[src/hw/rtl/fbr_pkg.sv]
// fbr_pkg: shared types, codes and constants of the framed byte receiver
// no dependencies; imported by every module of the block
package fbr_pkg;

	localparam int FRAME_CAPACITY_DEF = 64;
	localparam int MIN_FRAME_LEN      = 3;
	localparam int CFG_IDX_W          = 8;
	localparam int ADDR_MAX_W         = 8;

	localparam logic [7:0] START_MARKER_RST = 8'h02;
	localparam logic [7:0] END_MARKER_RST   = 8'h03;

	typedef enum logic [1:0] {
		FUNC_BYTE    = 2'd0,
		FUNC_TIMEOUT = 2'd1,
		FUNC_READ    = 2'd2,
		FUNC_RELEASE = 2'd3
	} func_t;

	typedef enum logic [1:0] {
		ST_IGNORED = 2'd0,
		ST_STORED  = 2'd1,
		ST_DONE    = 2'd2,
		ST_DROPPED = 2'd3
	} status_t;

	typedef enum logic [CFG_IDX_W-1:0] {
		REG_START = 8'd0,
		REG_END   = 8'd1
	} reg_idx_t;

	// store access for one accepted word
	typedef struct packed {
		logic                  we;
		logic [ADDR_MAX_W-1:0] waddr;
		logic [7:0]            wdata;
		logic                  re;
		logic [ADDR_MAX_W-1:0] raddr;
	} fbr_mem_req_t;

	// result fields known at the end of the control step
	typedef struct packed {
		status_t    status;
		logic       frame_ready;
		logic [6:0] frame_length;
		logic       rd_sel;
	} fbr_resp_t;

endpackage

[src/hw/rtl/fbr_if.sv]
// fbr_in_if, fbr_out_if, fbr_cfg_if: valid/ready channels of the receiver
// depends on fbr_pkg for the register index width
interface fbr_in_if;
	logic       valid;
	logic       ready;
	logic [1:0] func;
	logic [7:0] data_byte;
	logic [5:0] read_index;

	modport source (output valid, output func, output data_byte, output read_index,
		input ready);
	modport sink (input valid, input func, input data_byte, input read_index,
		output ready);
endinterface

interface fbr_out_if;
	logic       valid;
	logic       ready;
	logic [1:0] byte_status;
	logic       frame_ready;
	logic [6:0] frame_length;
	logic [7:0] read_byte;

	modport source (output valid, output byte_status, output frame_ready,
		output frame_length, output read_byte, input ready);
	modport sink (input valid, input byte_status, input frame_ready,
		input frame_length, input read_byte, output ready);
endinterface

interface fbr_cfg_if;
	import fbr_pkg::*;
	logic                 valid;
	logic                 ready;
	logic [CFG_IDX_W-1:0] reg_index;
	logic [7:0]           wdata;

	modport source (output valid, output reg_index, output wdata, input ready);
	modport sink (input valid, input reg_index, input wdata, output ready);
endinterface

[src/hw/rtl/fbr_store.sv]
// fbr_store: frame byte memory, one write and one registered read port
// depends on fbr_pkg for the access struct
module fbr_store
	import fbr_pkg::*;
#(
	parameter int FRAME_CAPACITY = FRAME_CAPACITY_DEF
) (
	input  logic         clk,
	input  fbr_mem_req_t req,
	output logic [7:0]   rd_data
);
	localparam int AW = $clog2(FRAME_CAPACITY);

	logic [7:0] store_q [FRAME_CAPACITY];
	logic [7:0] rd_data_q;

	always_ff @(posedge clk) begin
		if (req.we) begin
			store_q[req.waddr[AW-1:0]] <= req.wdata;
		end
		if (req.re) begin
			rd_data_q <= store_q[req.raddr[AW-1:0]];
		end
	end

	assign rd_data = rd_data_q;

endmodule

[src/hw/rtl/fbr_ctrl.sv]
// fbr_ctrl: frame assembly state and per-word decisions
// depends on fbr_pkg; drives the store access of fbr_store
module fbr_ctrl
	import fbr_pkg::*;
#(
	parameter int FRAME_CAPACITY = FRAME_CAPACITY_DEF
) (
	input  logic         clk,
	input  logic         arst_n,
	input  logic         fire,
	input  logic [1:0]   func,
	input  logic [7:0]   data_byte,
	input  logic [5:0]   read_index,
	input  logic [7:0]   start_marker,
	input  logic [7:0]   end_marker,
	output fbr_resp_t    resp,
	output fbr_mem_req_t mem_req
);
	localparam int AW = $clog2(FRAME_CAPACITY);

	logic [AW-1:0] wp_q, wp_d;
	logic [7:0]    len_q, len_d;
	logic          rdy_q, rdy_d;
	status_t       status;
	logic          rd_sel;
	fbr_mem_req_t  req;
	logic          pos_over, len_bad, at_end, idx_ok;

	assign pos_over = 9'(wp_q) >= 9'(FRAME_CAPACITY);
	assign len_bad  = (9'(data_byte) < 9'(MIN_FRAME_LEN)) ||
		(9'(data_byte) > 9'(FRAME_CAPACITY));
	assign at_end   = (9'(wp_q) + 9'd1) == 9'(len_q);
	assign idx_ok   = 9'(read_index) < 9'(FRAME_CAPACITY);

	always_comb begin
		wp_d      = wp_q;
		len_d     = len_q;
		rdy_d     = rdy_q;
		status    = ST_IGNORED;
		rd_sel    = 1'b0;
		req       = '0;
		req.waddr = ADDR_MAX_W'(wp_q);
		req.wdata = data_byte;
		req.raddr = ADDR_MAX_W'(read_index);
		case (func_t'(func))
			FUNC_BYTE: begin
				if (!rdy_q) begin
					if (pos_over) begin
						wp_d   = '0;
						status = ST_DROPPED;
					end else if (wp_q == '0) begin
						if (data_byte == start_marker) begin
							req.we = 1'b1;
							wp_d   = AW'(1);
							status = ST_STORED;
						end
					end else if (wp_q == AW'(1)) begin
						if (len_bad) begin
							wp_d   = '0;
							status = ST_DROPPED;
						end else begin
							req.we = 1'b1;
							len_d  = data_byte;
							wp_d   = AW'(2);
							status = ST_STORED;
						end
					end else if (at_end) begin
						wp_d = '0;
						if (data_byte == end_marker) begin
							req.we = 1'b1;
							rdy_d  = 1'b1;
							status = ST_DONE;
						end else begin
							status = ST_DROPPED;
						end
					end else begin
						req.we = 1'b1;
						wp_d   = wp_q + AW'(1);
						status = ST_STORED;
					end
				end
			end
			FUNC_TIMEOUT: begin
				if (!rdy_q) begin
					wp_d = '0;
				end
			end
			FUNC_READ: begin
				if (idx_ok) begin
					req.re = 1'b1;
					rd_sel = 1'b1;
				end
			end
			FUNC_RELEASE: begin
				rdy_d = 1'b0;
			end
			default: begin
			end
		endcase
	end

	always_ff @(posedge clk or negedge arst_n) begin
		if (!arst_n) begin
			wp_q  <= '0;
			len_q <= '0;
			rdy_q <= 1'b0;
		end else if (fire) begin
			wp_q  <= wp_d;
			len_q <= len_d;
			rdy_q <= rdy_d;
		end
	end

	always_comb begin
		mem_req    = req;
		mem_req.we = req.we & fire;
		mem_req.re = req.re & fire;
	end

	assign resp.status       = status;
	assign resp.frame_ready  = rdy_d;
	assign resp.frame_length = len_d[6:0];
	assign resp.rd_sel       = rd_sel;

endmodule

[src/hw/rtl/framed_byte_receiver.sv]
// framed_byte_receiver: length-prefixed frame receiver, top level
// depends on fbr_pkg, the fbr interfaces, fbr_ctrl and fbr_store
//
// Takes one word per clock on in_ch and returns exactly one result word on
// out_ch for each. A frame is start marker, length byte (whole frame, 3 up
// to FRAME_CAPACITY), payload and end marker; its bytes land in an on-chip
// byte store, and software reads them back by index with the read function
// and frees the block for the next frame with the release function. Rate:
// one word per cycle sustained while out_ch takes every result; each result
// appears in the cycle after its word is taken. The control update and the
// store's registered read port keep up with it; a write and a later read of
// the same entry never overlap, so no forwarding is needed. The result stage
// is one register: while it holds an unread word, in_ch waits. The store
// needs no clearing after reset; reading a position that was never written
// gives an undefined byte. Configuration writes (start and end marker) are
// always taken and belong to idle periods.
module framed_byte_receiver
	import fbr_pkg::*;
#(
	parameter int FRAME_CAPACITY = FRAME_CAPACITY_DEF
) (
	input  logic      clk,
	input  logic      arst_n,
	fbr_cfg_if.sink   cfg_ch,
	fbr_in_if.sink    in_ch,
	fbr_out_if.source out_ch
);

	// marker registers
	logic [7:0] start_q;
	logic [7:0] end_q;

	// result stage
	logic       out_v_s1;
	status_t    status_s1;
	logic       rdy_s1;
	logic [6:0] len_s1;
	logic       rd_sel_s1;

	logic         fire;
	fbr_resp_t    resp;
	fbr_mem_req_t mem_req;
	logic [7:0]   rd_data;

	// config port never stalls
	assign cfg_ch.ready = 1'b1;

	always_ff @(posedge clk or negedge arst_n) begin
		if (!arst_n) begin
			start_q <= START_MARKER_RST;
			end_q   <= END_MARKER_RST;
		end else if (cfg_ch.valid) begin
			if (cfg_ch.reg_index == REG_START) begin
				start_q <= cfg_ch.wdata;
			end else if (cfg_ch.reg_index == REG_END) begin
				end_q <= cfg_ch.wdata;
			end
		end
	end

	// take a new word whenever the result stage is free or being drained
	assign in_ch.ready = !out_v_s1 || out_ch.ready;
	assign fire        = in_ch.valid && in_ch.ready;

	fbr_ctrl #(
		.FRAME_CAPACITY(FRAME_CAPACITY)
	) u_ctrl (
		.clk         (clk),
		.arst_n      (arst_n),
		.fire        (fire),
		.func        (in_ch.func),
		.data_byte   (in_ch.data_byte),
		.read_index  (in_ch.read_index),
		.start_marker(start_q),
		.end_marker  (end_q),
		.resp        (resp),
		.mem_req     (mem_req)
	);

	// read data lands in the store's output register together with the
	// result stage, and both hold while out_ch stalls
	fbr_store #(
		.FRAME_CAPACITY(FRAME_CAPACITY)
	) u_store (
		.clk    (clk),
		.req    (mem_req),
		.rd_data(rd_data)
	);

	always_ff @(posedge clk or negedge arst_n) begin
		if (!arst_n) begin
			out_v_s1 <= 1'b0;
		end else if (in_ch.ready) begin
			out_v_s1 <= in_ch.valid;
		end
	end

	always_ff @(posedge clk) begin
		if (fire) begin
			status_s1 <= resp.status;
			rdy_s1    <= resp.frame_ready;
			len_s1    <= resp.frame_length;
			rd_sel_s1 <= resp.rd_sel;
		end
	end

	assign out_ch.valid        = out_v_s1;
	assign out_ch.byte_status  = status_s1;
	assign out_ch.frame_ready  = rdy_s1;
	assign out_ch.frame_length = len_s1;
	// non-read words and out-of-range reads show zero
	assign out_ch.read_byte    = rd_sel_s1 ? rd_data : 8'h00;

endmodule

[src/flat_wrapper.sv]
// flat-port wrapper written by rule: the top's interface ports become plain ports
module framed_byte_receiver_flat import fbr_pkg::*;
#(
	parameter int FRAME_CAPACITY = FRAME_CAPACITY_DEF
)
  (clk, arst_n, cfg_ch_valid, cfg_ch_reg_index, cfg_ch_wdata, cfg_ch_ready, in_ch_valid, in_ch_func, in_ch_data_byte, in_ch_read_index, in_ch_ready, out_ch_valid, out_ch_byte_status, out_ch_frame_ready, out_ch_frame_length, out_ch_read_byte, out_ch_ready);
  fbr_cfg_if cfg_ch_i ();
  fbr_in_if in_ch_i ();
  fbr_out_if out_ch_i ();
  input  logic clk;
  input  logic arst_n;
  input wire logic [$bits(cfg_ch_i.valid)-1:0] cfg_ch_valid;
  input wire logic [$bits(cfg_ch_i.reg_index)-1:0] cfg_ch_reg_index;
  input wire logic [$bits(cfg_ch_i.wdata)-1:0] cfg_ch_wdata;
  output wire logic [$bits(cfg_ch_i.ready)-1:0] cfg_ch_ready;
  input wire logic [$bits(in_ch_i.valid)-1:0] in_ch_valid;
  input wire logic [$bits(in_ch_i.func)-1:0] in_ch_func;
  input wire logic [$bits(in_ch_i.data_byte)-1:0] in_ch_data_byte;
  input wire logic [$bits(in_ch_i.read_index)-1:0] in_ch_read_index;
  output wire logic [$bits(in_ch_i.ready)-1:0] in_ch_ready;
  output wire logic [$bits(out_ch_i.valid)-1:0] out_ch_valid;
  output wire logic [$bits(out_ch_i.byte_status)-1:0] out_ch_byte_status;
  output wire logic [$bits(out_ch_i.frame_ready)-1:0] out_ch_frame_ready;
  output wire logic [$bits(out_ch_i.frame_length)-1:0] out_ch_frame_length;
  output wire logic [$bits(out_ch_i.read_byte)-1:0] out_ch_read_byte;
  input wire logic [$bits(out_ch_i.ready)-1:0] out_ch_ready;
  assign cfg_ch_i.valid = cfg_ch_valid;
  assign cfg_ch_i.reg_index = cfg_ch_reg_index;
  assign cfg_ch_i.wdata = cfg_ch_wdata;
  assign cfg_ch_ready = cfg_ch_i.ready;
  assign in_ch_i.valid = in_ch_valid;
  assign in_ch_i.func = in_ch_func;
  assign in_ch_i.data_byte = in_ch_data_byte;
  assign in_ch_i.read_index = in_ch_read_index;
  assign in_ch_ready = in_ch_i.ready;
  assign out_ch_valid = out_ch_i.valid;
  assign out_ch_byte_status = out_ch_i.byte_status;
  assign out_ch_frame_ready = out_ch_i.frame_ready;
  assign out_ch_frame_length = out_ch_i.frame_length;
  assign out_ch_read_byte = out_ch_i.read_byte;
  assign out_ch_i.ready = out_ch_ready;
  framed_byte_receiver #(.FRAME_CAPACITY(FRAME_CAPACITY)) u_core (.clk(clk), .arst_n(arst_n), .cfg_ch(cfg_ch_i), .in_ch(in_ch_i), .out_ch(out_ch_i));
endmodule
[config.mk]
export PLATFORM = sky130hd
export DESIGN_NAME = framed_byte_receiver_flat
export DESIGN_NICKNAME = d
export VERILOG_FILES = /design/src/hw/rtl/fbr_pkg.sv /design/src/hw/rtl/fbr_if.sv /design/src/hw/rtl/fbr_store.sv /design/src/hw/rtl/fbr_ctrl.sv /design/src/hw/rtl/framed_byte_receiver.sv /design/src/flat_wrapper.sv
export SDC_FILE = /design/constraint.sdc
export NUM_CORES = 1
export LEC_CHECK = 0
export ABC_AREA = 1
export CAP_MARGIN = 10
export CORE_MARGIN = 2
export CORE_UTILIZATION = 35
export CTS_BUF_LIST = sky130_fd_sc_hd__clkbuf_2
export DETAILED_ROUTE_END_ITERATION = 8
export DONT_BUFFER_PORTS = 1
export HOLD_SLACK_MARGIN = 0.08
export PLACE_DENSITY_LB_ADDON = 0.25
export SYNTH_ARGS = -nofsm -noshare
export SYNTH_HDL_FRONTEND = slang
export SYNTH_SLANG_ARGS = --single-unit
[constraint.sdc]
create_clock -name clk -period 2.59 [get_ports clk]
set_input_delay 0.1295 -clock clk [delete_from_list [all_inputs] [get_ports clk]]
set_output_delay 0.1295 -clock clk [all_outputs]
set_load 0.01 [all_outputs]
==> results of run 1 <==
-- layer usage --
metal / up-vias / track usage / routed length (microns)
li1: 7630 / - / -
met1: 8375 / 0.256 / 28300
met2: 778 / 0.346 / 34400
met3: 169 / 0.0506 / 5410
met4: 0 / 0.100 / 2830
met5: - / 0 / 0
-- sequential cells by signal, indices dropped and copies added, names as in the netlist --
name,count
u_core.u_ctrl.wp_q,6
u_core.start_q,8
u_core.end_q,8
u_core.u_ctrl.rdy_q,1
u_core.rd_sel_s1,1
u_core.u_store.store_q,512
u_core.out_ch.frame_ready,1
u_core.out_ch.frame_length,7
u_core.u_store.rd_data,8
u_core.out_ch.valid,1
u_core.out_ch.byte_status,2
u_core.u_ctrl.len_q,8
-- timing repair --
item / CTS / global route
endpoints found under the hold margin: 1126 / 2
pin swaps: 1 / 13
cloned: 1 / 0
setup endpoints to repair: 101 / 477
resized for setup: 3 / 59
hold buffers: 211 / 3
setup buffers: 3 / 4
-- area by class of cell --
cell class                      count  area share
Tap cell                          864      0.0375
Timing Repair Buffer              319       0.122
Multi-Input combinational cell   1098       0.204
Clock buffer                      200      0.0347
Inverter                           79      0.0106
Clock inverter                     55      0.0105
Antenna cell                        1   0.0000867
Sequential cell                   563       0.581
-- power groups by stage --
stage	combinational, W	sequential, W	clock (W)
global route	0.00266	0.0102	0.00673
floorplan	0.00120	0.0103	0
finish	0.00247	0.0102	0.00609
global placement	0.00155	0.0104	0
detailed placement	0.00155	0.0104	0
CTS	0.00231	0.0101	0.00625
-- logic make-up after synthesis --
family | count (synthesis) | share of synthesized area
AND/OR/NAND/NOR | 589 | 0.110
XOR/XNOR | 12 | 0.00452
buffers and inverters | 199 | 0.0356
flip-flops | 563 | 0.720
other | 1 | 0.000161
adder cells (fa/ha/maj) | 6 | 0.00323
AO/OA/AOI/OAI | 489 | 0.126
-- metrics by stage --
step                       util  setup TNS [ns]  instance area, sq um  total power, W  std cells
after floorplan               -               0                 23300          0.0115       1859
after global placement    0.376               0                 24700          0.0119       2705
after detailed placement  0.376               0                 24700          0.0119       2705
after CTS                 0.435               0                 28600          0.0187       3175
after global routing      0.439          -0.195                 28800          0.0196       3179
final                     0.439         -0.0572                 28800          0.0187       3179
-- cells in the final DEF, fill, tap and decap left out, drive strengths merged, types with 46 or more instances in the layout --
| cell | netlist | routed |
|---|---|---|
| nand2 | 141 | 142 |
| nor2 | 354 | 354 |
| edfxtp | 531 | 531 |
| o211ai | 64 | 64 |
| o21ai | 289 | 289 |
| dlygate4sd3 | 0 | 184 |
| clkbuf | 81 | 200 |
| inv | 79 | 87 |
| buf | 39 | 131 |
| nand3 | 83 | 83 |
| o22ai | 83 | 83 |
| o221ai | 46 | 46 |
-- worst reg2reg max path, cell delays in order, from the launching register on --
cell           delay, ns
edfxtp_1            0.38
nor2_1              0.10
dlygate4sd3_1       0.56
o22ai_1             0.07
dlygate4sd3_1       0.56
o211ai_1            0.31
nand3_1             0.20
nand3_1             0.15
nand2_1             0.07
-- worst max-delay path by stage --
stage | start | to | slack, ns | depth (start not counted)
global placement | u_core.u_ctrl.wp_q[0]$_DFFE_PN0P_ | u_core.u_store.store_q[45][0]$_DFFE_PP_ | 0.04 | 15
floorplan | u_core.u_ctrl.wp_q[0]$_DFFE_PN0P_ | u_core.u_store.store_q[32][0]$_DFFE_PP_ | 0.08 | 14
global route | u_core.u_store.store_q[56][5]$_DFFE_PP_ | u_core.u_store.rd_data[5]$_DFFE_PP_ | -0.04 | 8
CTS | u_core.u_ctrl.wp_q[0]$_DFFE_PN0P_ | u_core.u_store.store_q[15][2]$_DFFE_PP_ | 0.009 | 14
finish | in_ch_read_index[0] | u_core.u_store.rd_data[4]$_DFFE_PP_ | -0.04 | 13
detailed placement | u_core.u_ctrl.wp_q[0]$_DFFE_PN0P_ | u_core.u_store.store_q[57][2]$_DFFE_PP_ | 0.03 | 14
==> flow_metrics.env, run 1 <==
export IMPL_outcome="complete, but fails checks"
export IMPL_failed_checks="negative setup slack"
export IMPL_cp_num_buf_inv=7
export IMPL_reg2reg_depth=8
export IMPL_synthDistinctLibCells=44
export IMPL_reg2reg_slack_ns=0
export IMPL_syn_mean_instance_area_sq_um=12.5
export IMPL_tritoncts="yes"
export IMPL_synthTopCellsByArea="edfxtp_1, o21ai_0, nor2_1"
export IMPL_path_class="input port to flip-flop"
export IMPL_timing_final_crit_period_ns=2.63
export IMPL_hold_slack_ns=0.116
export IMPL_drt_iter0_drc=1605
export IMPL_rsz0062_at_grt="yes"
export IMPL_slowest_delay_ns=0.59
export IMPL_setup_viol=2
export IMPL_start_kind="input port"
export IMPL_core_area_sq_um=65700
export IMPL_synth_most_common_cell="edfxtp_1"
export IMPL_start_util=0.354
export IMPL_p_clk_frac=0.326
export IMPL_tightest_slew_ns=0.913
export IMPL_gp_congestion=0.830
export IMPL_fin_ws_ns=-0.0423
export IMPL_grt_max_degree=166
export IMPL_p_comb_frac=0.132
export IMPL_synth_top_area_share=0.686
export IMPL_post_drt_via_cell_ratio=5.33
export IMPL_multiInputGateArea_sq_um=5870
export IMPL_grt_pass1_wl_mm=104
export IMPL_synthArstFlopShare=0.0568
export IMPL_grt_ovfl_total=0
export IMPL_track_usage=0.209
export IMPL_drv_cap=0
export IMPL_synth_warnings=0
export IMPL_ir_worst_vdd_v=0.000289
export IMPL_crit_family="buffers and inverters"
export IMPL_min_to="u_core.u_store.rd_data[4]$_DFFE_PP_"
export IMPL_clk_latency_ns=1.37
export IMPL_cts_clk_slew_worst_paths_ns=0.09
export IMPL_cts_sinks=563
export IMPL_num_io_pins=58
export IMPL_grt_pass1_vias=17000
export IMPL_p_int_w=0.0134
export IMPL_min_path_cells=7
export IMPL_clock_root_buffer="clkbuf_2"
export IMPL_cts_buffers=144
export IMPL_place_hpwl_mm=37.1
export IMPL_synth_top_cell_by_area="edfxtp_1"
export IMPL_post_route_period_util=1.02
export IMPL_ys_flop_type="edfxtp_1"
export IMPL_r2r_end="u_core.u_store.rd_data[5]$_DFFE_PP_"
export IMPL_ys_ff_latch=563
export IMPL_fillers=6075
export IMPL_die_w_microns=262
export IMPL_syn_inst=1859
export IMPL_num_rows=94
export IMPL_ys_seq_area_frac=0.720
export IMPL_cts_buffer_depth=3
export IMPL_finalClockSkew_ns=0.123
export IMPL_drv_slew=0
export IMPL_hp_start="in_ch_read_index[0]"
export IMPL_antenna_found_initial=1
export IMPL_synthTopCellsByCount="edfxtp_1, nor2_1, o21ai_0"
export IMPL_cp_required_ns=3.69
export IMPL_hp_class="input port to flip-flop"
export IMPL_io_buffers=0
export IMPL_crit_path_end_kind="flip-flop"
export IMPL_slowest_stage="dlygate4sd3_1"
export IMPL_layout_nets=2248
export IMPL_path_cells="buf_12, buf_16, inv_6, buf_12, buf_4, o21ai_0, o221ai_1, o211ai_1, dlygate4sd3_1, nand3_1, dlygate4sd3_1, nand3_1, nand2_1"
export IMPL_synthToLayoutAreaGrowth_pct=24.0
export IMPL_wl_per_cell_microns=22.3
export IMPL_register_area_sq_um=16800
export IMPL_switching_share=0.283
export IMPL_routed_wl_mm=71.0
export IMPL_drc=0
export IMPL_crit_arrival_ns=3.73
export IMPL_hold_viol_final=0
export IMPL_synth_net_count=1902
export IMPL_synth_edf_count=531
export IMPL_power_switching_w=0.00530
export IMPL_cts_htree_levels=4
export IMPL_synth_cell_area_sq_um=23300
export IMPL_fmax_ghz=0.380
export IMPL_drive_above_1_share=0.189
export IMPL_relSlewSlack=0.391
export IMPL_power_frac_seq=0.542
export IMPL_p_per_area_nw_per_um2=649
export IMPL_power_leakage_nw=10.2
export IMPL_vias=17000
export IMPL_drt_pass1_iterations=6
export IMPL_pre_cts_ws_ns=0.0300
export IMPL_die_area_sq_um=68500
export IMPL_worst_path_max_fanout=165
export IMPL_die_h_microns=262
export IMPL_antenna_left=0
export IMPL_r2r_start="u_core.u_store.store_q[56][5]$_DFFE_PP_"
No activity file was read; power rests on OpenSTA's default activity.
==> run 2, diff against run 1 <==
Settings changed: SETUP_SLACK_MARGIN set to 0.2.
==> run 2 against run 1 <==
- the flow now finishes without violations
- wire length increased by 4.0%
- first-iteration DRC count increased by 17%
- clock skew decreased by 0.043 ns
- power increased by 0.59%
- non-clock buffer count increased by 16
- sequential cell count unchanged
- worst setup slack improved by 0.17 ns
- highest routed layer is now met5
==> flow_metrics.env, run 2 (same netlist as run 1, synthesis figures left out) <==
export IMPL_outcome="finished clean"
export IMPL_start_util=0.354
export IMPL_cts_htree_levels=4
export IMPL_multiInputGateArea_sq_um=6180
export IMPL_register_area_sq_um=16800
export IMPL_slowest_delay_ns=0.39
export IMPL_ir_worst_vdd_v=0.000383
export IMPL_worst_path_most_repeated_cell="nand3_2"
export IMPL_antenna_found_initial=4
export IMPL_p_int_w=0.0135
export IMPL_cts_buffers=142
export IMPL_relSlewSlack=0.354
export IMPL_clock_root_buffer="clkbuf_2"
export IMPL_drt_iter0_drc=1882
export IMPL_cts_buffer_depth=3
export IMPL_grt_pass1_wl_mm=108
export IMPL_largest_reg_flops=512
export IMPL_io_buffers=0
export IMPL_min_to="u_core.u_store.rd_data[7]$_DFFE_PP_"
export IMPL_power_switching_w=0.00529
export IMPL_drv_cap=0
export IMPL_drc=0
export IMPL_placed_cells=2694
export IMPL_final_cell_mix="edfxtp_1, nor2_1, o21ai_0, clkbuf_2, dlygate4sd3_1"
export IMPL_start_kind="flip-flop"
export IMPL_final_common_cell="edfxtp_1"
export IMPL_cts_clk_slew_worst_paths_ns=0.10
export IMPL_crit_family="simple AND/OR/NAND/NOR gates"
export IMPL_drive_above_1_share=0.208
export IMPL_slowest_stage="dfrtp_1"
export IMPL_r2r_end="u_core.u_store.store_q[51][6]$_DFFE_PP_"
export IMPL_tightest_slew_ns=0.967
export IMPL_grt_pass1_vias=17200
export IMPL_fillers=5944
export IMPL_num_io_pins=58
export IMPL_r2r_start="u_core.u_ctrl.wp_q[1]$_DFFE_PN0P_"
export IMPL_p_clk_frac=0.324
export IMPL_post_route_period_util=0.949
export IMPL_drt_pass1_iterations=6
export IMPL_tritoncts="yes"
export IMPL_timing_final_crit_period_ns=2.46
export IMPL_synthToLayoutAreaGrowth_pct=27.0
export IMPL_switching_share=0.281
export IMPL_power_frac_seq=0.540
export IMPL_die_area_sq_um=68500
export IMPL_path_cells="inv_1, ha_4, inv_4, or2_4, nand3_2, nor2_2, nand3_2, nor2_4, nand2_2, nand2_4, nand2_8, nand3_4, nor2_1, buf_4"
export IMPL_finalClockSkew_ns=0.0794
export IMPL_min_path_cells=7
export IMPL_place_hpwl_mm=36.6
export IMPL_gp_congestion=0.851
export IMPL_p_comb_frac=0.137
export IMPL_die_h_microns=262
export IMPL_rsz0062_at_grt="yes"
export IMPL_path_class="flip-flop to flip-flop"
export IMPL_reg2reg_slack_ns=0.13
export IMPL_setup_viol=0
export IMPL_cp_required_ns=3.56
export IMPL_power_leakage_nw=10.3
export IMPL_routed_wl_mm=73.8
export IMPL_post_drt_via_cell_ratio=5.36
export IMPL_hold_viol_final=0
export IMPL_die_w_microns=262
export IMPL_crit_arrival_ns=3.43
export IMPL_crit_path_end_kind="flip-flop"
export IMPL_grt_ovfl_total=0
export IMPL_antenna_left=0
export IMPL_core_area_sq_um=65700
export IMPL_tns_ns=0
export IMPL_hp_start="in_ch_read_index[0]"
export IMPL_worst_path_max_fanout=8
export IMPL_p_per_area_nw_per_um2=637
export IMPL_track_usage=0.217
export IMPL_drv_slew=0
export IMPL_cts_sinks=563
export IMPL_vias=17100
export IMPL_hp_class="input port to flip-flop"
export IMPL_stdcell_count=3187
export IMPL_layout_nets=2262
export IMPL_wl_per_cell_microns=23.1
export IMPL_clk_latency_ns=1.32
export IMPL_cp_num_buf_inv=3
export IMPL_reg2reg_depth=14
export IMPL_fmax_ghz=0.407
export IMPL_grt_max_degree=150
export IMPL_num_rows=94
==> run 2: changes by cell type in the layout (fill, tap and decap cells not counted), moves of 4 or more <==
cell / previous run / this run
dlymetal6s4s_1: 4 / 0
nand2_1: 132 / 127
buf_6: 6 / 54
nor2_1: 332 / 296
nor2_4: 5 / 47
buf_4: 86 / 39
nand3_1: 55 / 61
clkinv_1: 33 / 27
nor2_2: 16 / 10
nand3_2: 18 / 11
dlygate4sd3_1: 184 / 197
==> run 2: per-layer routing <==
metal	routed length, microns	share of wire	GRT usage	vias to the layer above
li1	-	-	-	7671
met1	29200	0.40	0.269	8428
met2	35800	0.49	0.355	817
met3	5880	0.080	0.0568	162
met4	2860	0.039	0.0985	2
met5	12	0.00016	0	-
==> run 2: stage by stage <==
stage	cell area [sq um]	utilization	power [W]	setup WS [ns]	hold WS, ns
after CTS	28900	0.440	0.0189	0.134	0.0809
final	29500	0.449	0.0188	0.131	0.205
after global placement	24600	0.374	0.0119	0.0651	-0.165
after detailed placement	24600	0.374	0.0119	0.0189	-0.165
after floorplan	23300	-	0.0115	0.0760	-0.166
after global routing	29500	0.449	0.0197	0.0305	0.144
==> run 2: tightest hold or removal path: stages <==
cell           delay (ns)
nor2_1               0.06
dlygate4sd3_1        0.55
o221ai_1             0.16
o211ai_1             0.12
nand3_1              0.11
nand3_2              0.08
nand2_1              0.08
==> run 2: how the worst max path moves through the flow <==
stage / cells after the start / start / slack [ns] / to
after global placement: 14 / u_core.u_ctrl.wp_q[0]$_DFFE_PN0P_ / 0.07 / u_core.u_store.store_q[49][1]$_DFFE_PP_
after floorplan: 14 / u_core.u_ctrl.wp_q[0]$_DFFE_PN0P_ / 0.08 / u_core.u_store.store_q[32][0]$_DFFE_PP_
after detailed placement: 14 / u_core.u_ctrl.wp_q[0]$_DFFE_PN0P_ / 0.02 / u_core.u_store.store_q[1][6]$_DFFE_PP_
after global routing: 13 / u_core.u_ctrl.wp_q[1]$_DFFE_PN0P_ / 0.03 / u_core.u_store.store_q[51][6]$_DFFE_PP_
final: 14 / u_core.u_ctrl.wp_q[1]$_DFFE_PN0P_ / 0.13 / u_core.u_store.store_q[51][6]$_DFFE_PP_
after CTS: 14 / u_core.u_ctrl.wp_q[0]$_DFFE_PN0P_ / 0.13 / u_core.u_store.store_q[58][5]$_DFFE_PP_
==> run 2: power groups by stage <==
stage	clock, W	combinational, W	sequential (W)
6_report	0.00609	0.00258	0.0102
5_1_grt	0.00672	0.00277	0.0102
4_1_cts	0.00627	0.00243	0.0102
3_5_place_dp	0	0.00156	0.0104
3_3_place_gp	0	0.00156	0.0104
2_1_floorplan	0	0.00120	0.0103
==> run 2: repair_timing <==
| action | CTS | global route |
|---|---|---|
| cloned | 1 | 0 |
| endpoints found under the hold margin | 1126 | 2 |
| buffers inserted | 18 | 4 |
| hold buffers | 224 | 2 |
| resized for setup | 31 | 159 |
| pin swaps | 12 | 16 |
| endpoints found under the setup margin | 512 | 508 |
==> run 2: final cells by class <==
cell class,instances,area share
Clock buffer,199,0.0337
Antenna cell,2,0.000169
Tap cell,864,0.0366
Multi-Input combinational cell,1098,0.209
Timing Repair Buffer,335,0.133
Sequential cell,563,0.567
Inverter,79,0.0104
Clock inverter,47,0.0101
